==> src/hw/rtl/sawkm_pkg.sv <==
package sawkm_pkg;

	// Event kinds carried in the input tuser
	typedef enum logic [1:0] {
		OP_SAMPLE = 2'd0,
		OP_SELECT = 2'd1,
		OP_INC    = 2'd2,
		OP_DEC    = 2'd3
	} op_t;

	// Menu items
	localparam logic [2:0] ITEM_TEMP  = 3'd0;
	localparam logic [2:0] ITEM_HUMID = 3'd1;
	localparam logic [2:0] ITEM_GAS   = 3'd2;
	localparam logic [2:0] ITEM_NOISE = 3'd3;
	localparam logic [2:0] ITEM_LIGHT = 3'd4;
	localparam logic [2:0] ITEM_EXIT  = 3'd5;

	localparam int SAMPLE_BITS_DEF = 12;
	localparam int FIELD_BITS      = 12;

	// Limit ranges, steps and reset values
	localparam logic [5:0]  TEMP_MIN   = 6'd10;
	localparam logic [5:0]  TEMP_MAX   = 6'd40;
	localparam logic [5:0]  TEMP_RST   = 6'd20;
	localparam logic [6:0]  HUMID_MIN  = 7'd60;
	localparam logic [6:0]  HUMID_MAX  = 7'd100;
	localparam logic [6:0]  HUMID_RST  = 7'd90;
	localparam logic [11:0] GAS_MIN    = 12'd2000;
	localparam logic [11:0] GAS_MAX    = 12'd3000;
	localparam logic [11:0] GAS_RST    = 12'd2000;
	localparam logic [11:0] GAS_STEP   = 12'd100;
	localparam logic [10:0] NOISE_MIN  = 11'd1000;
	localparam logic [10:0] NOISE_MAX  = 11'd2000;
	localparam logic [10:0] NOISE_RST  = 11'd2000;
	localparam logic [10:0] NOISE_STEP = 11'd100;
	localparam logic [8:0]  LIGHT_MIN  = 9'd100;
	localparam logic [8:0]  LIGHT_MAX  = 9'd300;
	localparam logic [8:0]  LIGHT_RST  = 9'd300;
	localparam logic [8:0]  LIGHT_STEP = 9'd10;

	localparam int IN_DATA_BITS  = 56;
	localparam int OUT_DATA_BITS = 24;

	// Input payload, last member in the lowest bits
	typedef struct packed {
		logic [2:0]  pad;
		logic [11:0] light_level;
		logic [11:0] noise_level;
		logic [11:0] gas_level;
		logic [7:0]  temperature;
		logic [7:0]  humidity;
		logic        climate_valid;
	} in_data_t;

	// Result payload, last member in the lowest bits
	typedef struct packed {
		logic        pad;
		logic        save_request;
		logic        motor_request;
		logic        light_strong;
		logic        gas_alarm;
		logic        noise_alarm;
		logic        heat_relay;
		logic        humidity_alarm;
		logic [11:0] item_value;
		logic [2:0]  menu_item;
		logic        in_menu;
	} out_data_t;

endpackage

==> src/hw/rtl/sensor_alarm_with_key_menu.sv <==
// Sensor alarm block with a three-key limit editing menu.
//
// Input channel s_axis: one transfer is one event. tuser carries the kind
// (sample, select, increase, decrease), tdata the climate and converter
// readings. Output channel m_axis: exactly one result transfer per event,
// in order, with the menu position, the limit of the selected item, the
// latched alarms and the per-event pulses.
//
// Each event passes the input register and then the result register
// before its result shows on m_axis. One event is taken every cycle:
// an input register feeds a single pass of compares and wrap adds and
// subtracts on the limit registers, which loads the result register,
// so the sustained rate is one item per cycle whenever the receiver takes
// results as fast.
//
// When the receiver stalls, the result register holds its item and the
// input register fills; s_axis_tready drops only when both are occupied.
// Reset clears both stages, leaves the menu, sets the limits to their
// defaults and clears all alarms.
module sensor_alarm_with_key_menu
	import sawkm_pkg::*;
#(
	parameter int SAMPLE_BITS = SAMPLE_BITS_DEF
) (
	input  logic                     clk,
	input  logic                     arst_n,
	input  logic                     s_axis_tvalid,
	output logic                     s_axis_tready,
	// climate_valid, humidity, temperature, gas_level, noise_level, light_level, zero fill
	input  logic [IN_DATA_BITS-1:0]  s_axis_tdata,
	// op
	input  logic [1:0]               s_axis_tuser,
	output logic                     m_axis_tvalid,
	input  logic                     m_axis_tready,
	// in_menu, menu_item, item_value, humidity_alarm, heat_relay, noise_alarm,
	// gas_alarm, light_strong, motor_request, save_request, zero fill
	output logic [OUT_DATA_BITS-1:0] m_axis_tdata
);

	localparam int USED_BITS = (SAMPLE_BITS < FIELD_BITS) ? SAMPLE_BITS : FIELD_BITS;
	localparam logic [FIELD_BITS-1:0] SAMPLE_MASK = FIELD_BITS'((1 << USED_BITS) - 1);

	logic      valid_s1;
	in_data_t  data_s1;
	op_t       op_s1;
	logic      valid_s2;
	out_data_t data_s2;

	logic        menu_q;
	logic [2:0]  item_q;
	logic [5:0]  temp_lim_q;
	logic [6:0]  humid_lim_q;
	logic [11:0] gas_lim_q;
	logic [10:0] noise_lim_q;
	logic [8:0]  light_lim_q;
	logic        humid_flag_q;
	logic        relay_flag_q;
	logic        noise_flag_q;
	logic        gas_flag_q;

	logic        menu_d;
	logic [2:0]  item_d;
	logic [5:0]  temp_lim_d;
	logic [6:0]  humid_lim_d;
	logic [11:0] gas_lim_d;
	logic [10:0] noise_lim_d;
	logic [8:0]  light_lim_d;
	logic        humid_flag_d;
	logic        relay_flag_d;
	logic        noise_flag_d;
	logic        gas_flag_d;
	logic        light_strong;
	logic        motor_req;
	logic        save_req;
	logic [11:0] item_value;
	logic [11:0] gas_m;
	logic [11:0] noise_m;
	logic [11:0] light_m;
	logic        out_load;
	logic        advance;
	out_data_t   result;

	// Handshake: result register frees when taken, input stage moves on then
	assign out_load      = !valid_s2 || m_axis_tready;
	assign advance       = valid_s1 && out_load;
	assign s_axis_tready = !valid_s1 || out_load;

	// Input register
	always_ff @(posedge clk or negedge arst_n) begin
		if (!arst_n) begin
			valid_s1 <= 1'b0;
		end else if (s_axis_tready) begin
			valid_s1 <= s_axis_tvalid;
		end
	end

	always_ff @(posedge clk) begin
		if (s_axis_tready && s_axis_tvalid) begin
			data_s1 <= in_data_t'(s_axis_tdata);
			op_s1   <= op_t'(s_axis_tuser);
		end
	end

	// Mask converter samples to the used width
	assign gas_m   = data_s1.gas_level & SAMPLE_MASK;
	assign noise_m = data_s1.noise_level & SAMPLE_MASK;
	assign light_m = data_s1.light_level & SAMPLE_MASK;

	// Next state for one event
	always_comb begin
		menu_d       = menu_q;
		item_d       = item_q;
		temp_lim_d   = temp_lim_q;
		humid_lim_d  = humid_lim_q;
		gas_lim_d    = gas_lim_q;
		noise_lim_d  = noise_lim_q;
		light_lim_d  = light_lim_q;
		humid_flag_d = humid_flag_q;
		relay_flag_d = relay_flag_q;
		noise_flag_d = noise_flag_q;
		gas_flag_d   = gas_flag_q;
		light_strong = 1'b0;
		motor_req    = 1'b0;
		save_req     = 1'b0;
		unique case (op_s1)
			OP_SAMPLE: begin
				if (!menu_q) begin
					if (data_s1.climate_valid) begin
						humid_flag_d = data_s1.humidity > {1'b0, humid_lim_q};
						motor_req    = humid_flag_d;
						relay_flag_d = data_s1.temperature > {2'b00, temp_lim_q};
					end
					noise_flag_d = noise_m > {1'b0, noise_lim_q};
					gas_flag_d   = gas_m > gas_lim_q;
					light_strong = light_m < {3'b000, light_lim_q};
				end
			end
			OP_SELECT: begin
				if (!menu_q) begin
					menu_d = 1'b1;
					item_d = ITEM_TEMP;
				end else if (item_q >= ITEM_EXIT) begin
					menu_d   = 1'b0;
					item_d   = ITEM_TEMP;
					save_req = 1'b1;
				end else begin
					item_d = item_q + 3'd1;
				end
			end
			OP_INC: begin
				if (menu_q) begin
					case (item_q)
						ITEM_TEMP:  temp_lim_d  = (temp_lim_q >= TEMP_MAX) ? TEMP_MIN
							: temp_lim_q + 6'd1;
						ITEM_HUMID: humid_lim_d = (humid_lim_q >= HUMID_MAX) ? HUMID_MIN
							: humid_lim_q + 7'd1;
						ITEM_GAS:   gas_lim_d   = (gas_lim_q >= GAS_MAX) ? GAS_MIN
							: gas_lim_q + GAS_STEP;
						ITEM_NOISE: noise_lim_d = (noise_lim_q >= NOISE_MAX) ? NOISE_MIN
							: noise_lim_q + NOISE_STEP;
						ITEM_LIGHT: light_lim_d = (light_lim_q >= LIGHT_MAX) ? LIGHT_MIN
							: light_lim_q + LIGHT_STEP;
						default: ;
					endcase
				end
			end
			OP_DEC: begin
				if (menu_q) begin
					case (item_q)
						ITEM_TEMP:  temp_lim_d  = (temp_lim_q > TEMP_MIN)
							? temp_lim_q - 6'd1 : TEMP_MAX;
						ITEM_HUMID: humid_lim_d = (humid_lim_q > HUMID_MIN)
							? humid_lim_q - 7'd1 : HUMID_MAX;
						ITEM_GAS:   gas_lim_d   = (gas_lim_q > GAS_MIN)
							? gas_lim_q - GAS_STEP : GAS_MAX;
						ITEM_NOISE: noise_lim_d = (noise_lim_q > NOISE_MIN)
							? noise_lim_q - NOISE_STEP : NOISE_MAX;
						ITEM_LIGHT: light_lim_d = (light_lim_q > LIGHT_MIN)
							? light_lim_q - LIGHT_STEP : LIGHT_MAX;
						default: ;
					endcase
				end
			end
			default: ;
		endcase
	end

	// Limit of the selected item after the event
	always_comb begin
		unique case (item_d)
			ITEM_TEMP:  item_value = {6'd0, temp_lim_d};
			ITEM_HUMID: item_value = {5'd0, humid_lim_d};
			ITEM_GAS:   item_value = gas_lim_d;
			ITEM_NOISE: item_value = {1'b0, noise_lim_d};
			ITEM_LIGHT: item_value = {3'd0, light_lim_d};
			default:    item_value = 12'd0;
		endcase
	end

	// Assemble the result
	always_comb begin
		result                = '0;
		result.in_menu        = menu_d;
		result.menu_item      = item_d;
		result.item_value     = item_value;
		result.humidity_alarm = humid_flag_d;
		result.heat_relay     = relay_flag_d;
		result.noise_alarm    = noise_flag_d;
		result.gas_alarm      = gas_flag_d;
		result.light_strong   = light_strong;
		result.motor_request  = motor_req;
		result.save_request   = save_req;
	end

	// Commit state when the event moves to the result register
	always_ff @(posedge clk or negedge arst_n) begin
		if (!arst_n) begin
			menu_q       <= 1'b0;
			item_q       <= ITEM_TEMP;
			temp_lim_q   <= TEMP_RST;
			humid_lim_q  <= HUMID_RST;
			gas_lim_q    <= GAS_RST;
			noise_lim_q  <= NOISE_RST;
			light_lim_q  <= LIGHT_RST;
			humid_flag_q <= 1'b0;
			relay_flag_q <= 1'b0;
			noise_flag_q <= 1'b0;
			gas_flag_q   <= 1'b0;
		end else if (advance) begin
			menu_q       <= menu_d;
			item_q       <= item_d;
			temp_lim_q   <= temp_lim_d;
			humid_lim_q  <= humid_lim_d;
			gas_lim_q    <= gas_lim_d;
			noise_lim_q  <= noise_lim_d;
			light_lim_q  <= light_lim_d;
			humid_flag_q <= humid_flag_d;
			relay_flag_q <= relay_flag_d;
			noise_flag_q <= noise_flag_d;
			gas_flag_q   <= gas_flag_d;
		end
	end

	// Result register
	always_ff @(posedge clk or negedge arst_n) begin
		if (!arst_n) begin
			valid_s2 <= 1'b0;
		end else if (out_load) begin
			valid_s2 <= valid_s1;
		end
	end

	always_ff @(posedge clk) begin
		if (advance) begin
			data_s2 <= result;
		end
	end

	assign m_axis_tvalid = valid_s2;
	assign m_axis_tdata  = data_s2;

endmodule

==> config.mk <==
export PLATFORM = sky130hd
export DESIGN_NAME = sensor_alarm_with_key_menu
export DESIGN_NICKNAME = d
export VERILOG_FILES = /design/src/hw/rtl/sawkm_pkg.sv /design/src/hw/rtl/sensor_alarm_with_key_menu.sv
export SDC_FILE = /design/constraint.sdc
export NUM_CORES = 1
export LEC_CHECK = 0
export BUFFER_PORTS_ARGS = -buffer_cell sky130_fd_sc_hd__buf_2
export CAP_MARGIN = 10
export CORE_MARGIN = 1.5
export CORE_UTILIZATION = 25
export DETAILED_ROUTE_END_ITERATION = 10
export PLACE_DENSITY_LB_ADDON = 0.05
export SLEW_MARGIN = 20
export SYNTH_ARGS = -nofsm -noshare
export SYNTH_HDL_FRONTEND = slang
export SYNTH_SLANG_ARGS = --single-unit
==> constraint.sdc <==
create_clock -name clk -period 3.6 [get_ports clk]
set_clock_uncertainty 0.2 [all_clocks]
set_input_delay 0.54 -clock clk [delete_from_list [all_inputs] [get_ports clk]]
set_output_delay 0.54 -clock clk [all_outputs]
set_load 0.02 [all_outputs]
======== Word level (Yosys, flattened, before mapping) ========
Index checks and enable logic that the tools add are counted.
cells by class
  $add $sub $neg .......................... 11
  $lt $le $gt $ge ......................... 16
  equality and inequality tests ........... 11
  multiplexer cells ....................... 53
  bitwise operators ....................... 2
  reductions and logical operators ........ 12
operator list
  kind                                                                    number
  12-bit 2-to-1 mux                                                       6
  11-bit 2-to-1 mux                                                       6
  12-bit one-hot mux with 5 select lines                                  1
  9-bit 2-to-1 mux                                                        6
  7-bit 2-to-1 mux                                                        6
  6-bit 2-to-1 mux                                                        6
  12-bit one-hot mux with 2 select lines                                  1
  11-bit one-hot mux with 2 select lines                                  1
  9-bit one-hot mux with 2 select lines                                   1
  1-bit 2-to-1 mux                                                        14
  7-bit one-hot mux with 2 select lines                                   1
  12-bit by 7-bit adder with 12-bit output, second input constant         1
  3-bit by 2-bit == test with 1-bit output, second input constant         4
  12-bit >= comparator, second input constant                             1
  12-bit by 11-bit > comparator with 1-bit output                         1
  12-bit by 11-bit > comparator with 1-bit output, second input constant  1
  12-bit > comparator                                                     1
  12-bit by 9-bit less-than comparator with 1-bit output                  1
  6-bit one-hot mux with 2 select lines                                   1
  12-bit by 7-bit subtractor with 12-bit output, second input constant    1
  11-bit by 7-bit adder with 11-bit output, second input constant         1
  11-bit >= comparator, second input constant                             1
  11-bit by 10-bit > comparator with 1-bit output, second input constant  1
  11-bit by 7-bit subtractor with 11-bit output, second input constant    1
  30 further kinds                                                        40
storage, ports and cells
  register bits ........................... 133
  bits of input ports ..................... 62
  output and inout bits ................... 26

======== Depth between registers and ports, before layout ========
  word-level depth ........................ 6
  gate-level depth with buffers ........... 12
  mapped depth without buffers ............ 10

======== Least setup slack after synthesis ========
No wires, ideal clock.
  path type ............................... in2reg
  start ................................... input port m_axis_tready
  end ..................................... register data_s1[0] in the netlist's numbering (enable)
  library setup time ...................... 0.418 ns
  arrival ................................. 2.147 ns
  data required time ...................... 2.982 ns
  setup slack ............................. 0.834 ns
  cell stages on the path ................. 2
  cells stage by stage .................... nand3b_1 -> and2_1
between the ends
  cells in the longest elaborated chain, start to end .. 3
ends and longest elaborated chain
  element                 RTL line                          text
  start: declaration      sensor_alarm_with_key_menu.sv:34  input logic m_axis_tready,
  1-bit logical OR        sensor_alarm_with_key_menu.sv:84  assign out_load = !valid_s2 || m_axis_tready;
  1-bit logical OR        sensor_alarm_with_key_menu.sv:86  assign s_axis_tready = !valid_s1 || out_load;
  1-bit logical AND       sensor_alarm_with_key_menu.sv:98  if (s_axis_tready && s_axis_tvalid) begin
  end signal: assignment  sensor_alarm_with_key_menu.sv:99  data_s1 <= in_data_t'(s_axis_tdata);
  end: declaration        sensor_alarm_with_key_menu.sv:44  in_data_t data_s1;
Every way passes these cells.
A chain may end at the register's enable or synchronous reset.

======== Worst setup path in the final report ========
  start ................................... register item_q[1]
  end ..................................... register data_s2, in the netlist m_axis_tdata[8] (data pin)
between the ends
  cells in the longest elaborated chain, start to end .. 6
  elaborated cells between the ends (all ways) .. 41
ends and longest elaborated chain
  element                                                                        RTL line                                                              text
  start: declaration                                                             sensor_alarm_with_key_menu.sv:50                                      logic [2:0] item_q;
  start signal: assignment                                                       sensor_alarm_with_key_menu.sv:231                                     item_q <= item_d;
  3-bit by 1-bit adder with 3-bit output or 3-bit >= comparator (tied branches)  sensor_alarm_with_key_menu.sv:147, sensor_alarm_with_key_menu.sv:142
  3-bit 2-to-1 mux                                                               sensor_alarm_with_key_menu.sv:142                                     end else if (item_q >= ITEM_EXIT) begin
  3-bit 2-to-1 mux                                                               sensor_alarm_with_key_menu.sv:139                                     if (!menu_q) begin
  3-bit 2-to-1 mux                                                               sensor_alarm_with_key_menu.sv:125                                     unique case (op_s1)
  3-bit == test, or another cell as far along                                    sensor_alarm_with_key_menu.sv:190                                     unique case (item_d)
  12-bit one-hot mux with 5 select lines (*)                                     sensor_alarm_with_key_menu.sv:190
  named net item_value[4]                                                        sensor_alarm_with_key_menu.sv:75                                      logic [11:0] item_value;
  end signal: assignment                                                         sensor_alarm_with_key_menu.sv:255                                     data_s2 <= result;
  end: declaration                                                               sensor_alarm_with_key_menu.sv:47                                      out_data_t data_s2;
The timed path passes the listed nets; every way through them passes the cells marked *.

==> flow_summary.rst <==
.. list-table::
   :header-rows: 1

   * - Metric
     - Value
   * - Status
     - finished, final reports clean
   * - Fin nets
     - about 1100
   * - Critical path destination
     - m_axis_tdata[8]
   * - Slew Viols, Final
     - 0
   * - Class of the most critical setup path
     - reg2reg
   * - Largest stage delay on the critical path
     - roughly 0.53 ns
   * - Area growth, synth to finish
     - 20.3%
   * - Power Dens Cells
     - ~630 nW/um^2
   * - Slowest-stage cell, CP
     - sky130_fd_sc_hd__dfrtp_1
   * - TritonCTS clock tree
     - built
   * - Ys flop type
     - sky130_fd_sc_hd__edfxtp_1
   * - Depth of the worst register-to-register path
     - 9
   * - 1st-pass router iterations
     - 7
   * - Sequential cell area
     - roughly 3700 um^2
   * - Vias in the first global route
     - between 7000 and 8000
   * - Post-detail-place hpwl
     - around 22000 um
   * - Syn. warnings
     - 0
   * - Fraction of layout cells with a size suffix above 1
     - between 20% and 30%
   * - Worst R2R Setup Slack
     - between 0.5 and 0.6 ns
   * - Worst IR Drop VDD
     - between 0.0003 and 0.0004 V
   * - Critical path endpoint category
     - register
   * - EDFF count, synth
     - 78
   * - Post-CTS clock slew at the launch and capture registers of the worst setup and hold paths
     - 0.08 ns
   * - Main area contributors after synthesis
     - sky130_fd_sc_hd__edfxtp_1 27%, sky130_fd_sc_hd__dfrtp_1 9.4%, sky130_fd_sc_hd__ha_1 8.9%
   * - Final setup fails
     - 0
   * - Post-Synthesis Cells
     - roughly 920
   * - Fraction of the cycle the final worst path needs
     - between 80% and 90%
   * - Combined area of the multi-input logic cells
     - roughly 4500 um^2
   * - Maximum fanout along the worst path
     - 8
   * - DRC violation total after the first TritonRoute iteration
     - 578
   * - Aggregate routed wire length
     - a little under 30000 um
   * - Layout fillers
     - roughly 3600
   * - Horizontal extent of the die
     - approximately 190 um
   * - Die Y-Extent
     - 190 um
   * - Total core area
     - 34500 um^2
   * - Non-filler instance count after layout
     - roughly 1500
   * - Remaining max-slew budget at the tightest pin
     - a little over half
   * - Synthesized area per cell
     - 9.47 um^2
   * - Fraction of synthesis flops using an asynchronous set or reset pin
     - between 40% and 50%
   * - Avg WL per Cell
     - ~20 um
   * - Total Negative Setup Slacks
     - 0 ns
   * - Number of buffers created by CTS
     - 17
   * - Root cell of the clock tree
     - sky130_fd_sc_hd__clkbuf_16
   * - Area share of the largest cell type after synthesis
     - a little over a quarter
   * - Starting density of the core
     - between 20% and 30%
   * - Syn Std Cell Area
     - around 9000 um^2
   * - Num Clock Sinks
     - roughly 130
   * - Proportion of synthesized chip area in sequential cells
     - between 40% and 50%
   * - Count of instances resized after the clock tree is built
     - 0
   * - Net count after synthesis
     - 1047
   * - Number of buffers inserted by port buffering
     - 83
   * - Cell type with the highest aggregate area in the netlist
     - sky130_fd_sc_hd__edfxtp_1
   * - Number of nets still failing antenna checks after routing
     - 0
   * - Die outline area
     - around 36000 um^2
   * - Number of vias per cell after detailed routing
     - roughly 5.0
   * - Io pins
     - 88
   * - Overall Global Routing Usage
     - 16.7%
   * - Unique cell type count in the Yosys netlist
     - 84
   * - Startpoint type of the worst setup path
     - register
   * - Leakage power total
     - ~4 nW
   * - Wire length of the first global-routing pass
     - ~45000 um
   * - Worst path cell trace
     - inv_1 > ha_1 > o31ai_4 > and2_1 > a31oi_1 > nor3_2 > o221ai_1 > a21oi_1 > a21o_1
   * - Max Cap Violations
     - 0
   * - Flip-flop and latch count after synthesis
     - ~130
   * - Cell area after layout
     - between 10000 and 15000 um^2
   * - Number of rows in the core area
     - ~70
   * - Gpl congestion
     - between 0.8 and 0.9
   * - Setup repair after global routing missed its margin
     - false
   * - Remaining global-route overflow
     - 0
   * - RR Startpoint
     - item_q[1]
   * - Drt drc
     - 0
   * - Maximum level of the CTS H-tree
     - 4
   * - Pin count of the biggest net entering global routing
     - 54
   * - Transition time at the pin with the least slew margin
     - around 0.71 ns
   * - Worst r2r dst
     - m_axis_tdata[8]
   * - DR vias
     - around 7500
   * - Arrival time reported for the critical path endpoint
     - 3.19 ns
   * - Final Hold Violating Endpoints
     - 0
   * - Diodes inserted
     - 0
   * - Timing startpoint of the critical path
     - item_q[1]
   * - Placed Cells
     - between 1000 and 1500
   * - Clock latency of the later-clocked register in the worst-skew pair
     - between 0.4 and 0.5 ns
   * - Post-layout minimum cycle time
     - ~3.1 ns
   * - Highest achievable clock rate
     - 0.323 GHz
   * - Maximum clock insertion buffer count
     - 2
   * - Finished Core Util
     - between 30% and 40%
   * - Worst Hold Class
     - in2reg
   * - Req. time, crit path
     - around 3.7 ns
   * - DP Area
     - 9910 um^2
   * - Number of antenna violations at the first check in global routing
     - 1
report_power, final:
group | internal [mW] | switching (mW)
logic | 0.924 | 1.44
registers | 1.98 | 0.409
clock network | 1.08 | 0.745
total | 3.98 | 2.59
cell type report:
| type | count | share of cell area [%] |
|---|---|---|
| clock buffer | 18 | 4.08 |
| timing repair buffer | 136 | 8.12 |
| tap | 455 | 5.42 |
| clock inverter | 14 | 1.52 |
| sequential | 133 | 35.6 |
| inverter | 56 | 2.00 |
| multi-input combinational | 678 | 43.2 |
timing repair:
action                    4_1_cts  5_1_grt
hold buffers                    1        0
hold endpoints to repair       10        0
buffers inserted                0        0
cells in the mapped netlist, types with 13 or more instances:
cell and instances:
sky130_fd_sc_hd__nor3_1 15, sky130_fd_sc_hd__buf_2 20, sky130_fd_sc_hd__a21o_1 20, sky130_fd_sc_hd__ha_1 62, sky130_fd_sc_hd__dfstp_2 22, sky130_fd_sc_hd__a31oi_1 19, sky130_fd_sc_hd__nand3_1 35, sky130_fd_sc_hd__edfxtp_1 78
sky130_fd_sc_hd__a211oi_1 14, sky130_fd_sc_hd__o21ai_0 69, sky130_fd_sc_hd__nand4_1 16, sky130_fd_sc_hd__nor2_1 44, sky130_fd_sc_hd__inv_1 54, sky130_fd_sc_hd__dfrtp_1 33, sky130_fd_sc_hd__clkbuf_1 29, sky130_fd_sc_hd__nand2b_1 15
sky130_fd_sc_hd__a21oi_1 68, sky130_fd_sc_hd__nor2b_1 15, sky130_fd_sc_hd__o211ai_1 13, sky130_fd_sc_hd__nand2_1 81
registers in the layout, summed over array words and instances, names as in the netlist:
name           flops
m_axis_tvalid      1
op_s1              2
relay_flag_q       1
m_axis_tdata      23
humid_lim_q        7
valid_s1           1
data_s1           17
light_lim_q        9
noise_flag_q       1
humid_flag_q       1
menu_q             1
noise_lim_q       11
light_m           12
gas_flag_q         1
gas_lim_q         12
temp_lim_q         6
item_q             3
noise_m           12
gas_m             12
through the flow:
stage / worst slack [ns] / hold WS [ns] / total power [mW]
global route: 0.234 / 0.0371 / 7.05
detailed placement: 0.544 / 0.294 / 4.78
finish: 0.506 / 0.0597 / 6.58
CTS: 0.500 / 0.0250 / 6.67
floorplan: 0.834 / 0.0444 / 3.89
global placement: 0.535 / 0.283 / 4.81
cells by family after synthesis:
| family | synth area share, % |
|---|---|
| AOI/OAI and AO/OA | 23.9 |
| and+or+nand+nor | 17.4 |
| DFF | 42.9 |
| buffers and inverters | 5.18 |
| adders and majority gates | 8.88 |
| muxes | 1.47 |
| xor gates and xnor gates | 0.301 |
| other | 0.0429 |
per-layer routing:
metal  share of wire (%)  wire length, um  vias to the layer above  track usage [%]
met4                 2.2              631                        0             5.59
met1                  48            14100                     3591             22.9
met5                   0                0                        -                0
li1                    -                -                     3699                -
met2                  46            13400                      172             26.2
met3                 3.7             1070                       23             3.19
cell usage in the layout, fill, tap and decap left out, types with 20 or more instances in the layout:
| cell type | synthesis | layout |
|---|---|---|
| sky130_fd_sc_hd__a21o_1 | 20 | 20 |
| sky130_fd_sc_hd__buf_2 | 20 | 83 |
| sky130_fd_sc_hd__inv_1 | 54 | 54 |
| sky130_fd_sc_hd__nor2_1 | 44 | 44 |
| sky130_fd_sc_hd__dfrtp_1 | 33 | 33 |
| sky130_fd_sc_hd__dfstp_2 | 22 | 22 |
| sky130_fd_sc_hd__a21oi_1 | 68 | 68 |
| sky130_fd_sc_hd__o21ai_0 | 69 | 69 |
| sky130_fd_sc_hd__ha_1 | 62 | 62 |
| sky130_fd_sc_hd__edfxtp_1 | 78 | 78 |
| sky130_fd_sc_hd__nand2_1 | 81 | 81 |
| sky130_fd_sc_hd__buf_4 | 2 | 49 |
| sky130_fd_sc_hd__nand3_1 | 35 | 35 |
how the worst min path moves through the flow:
stage / endpoint / slack (ns) / depth (start not counted) / start
CTS: data_s1[8] / 0.03 / 1 / s_axis_tdata[8]
detailed placement: noise_flag_q / 0.29 / 1 / noise_flag_q
floorplan: gas_flag_q / 0.04 / 0 / arst_n
finish: data_s1[8] / 0.06 / 1 / s_axis_tdata[8]
global placement: m_axis_tvalid / 0.28 / 1 / valid_s1
global route: data_s1[4] / 0.04 / 1 / s_axis_tdata[4]
worst max-delay path: cells and delay by family, from the launching register on:
family	cells	cell delay [ns]
simple gates	2	0.68
compound gates	5	1.14
fa+ha+maj	1	0.26
buf+inv	1	0.14
flops	1	0.53
No activity file was read; power rests on OpenSTA's default activity.
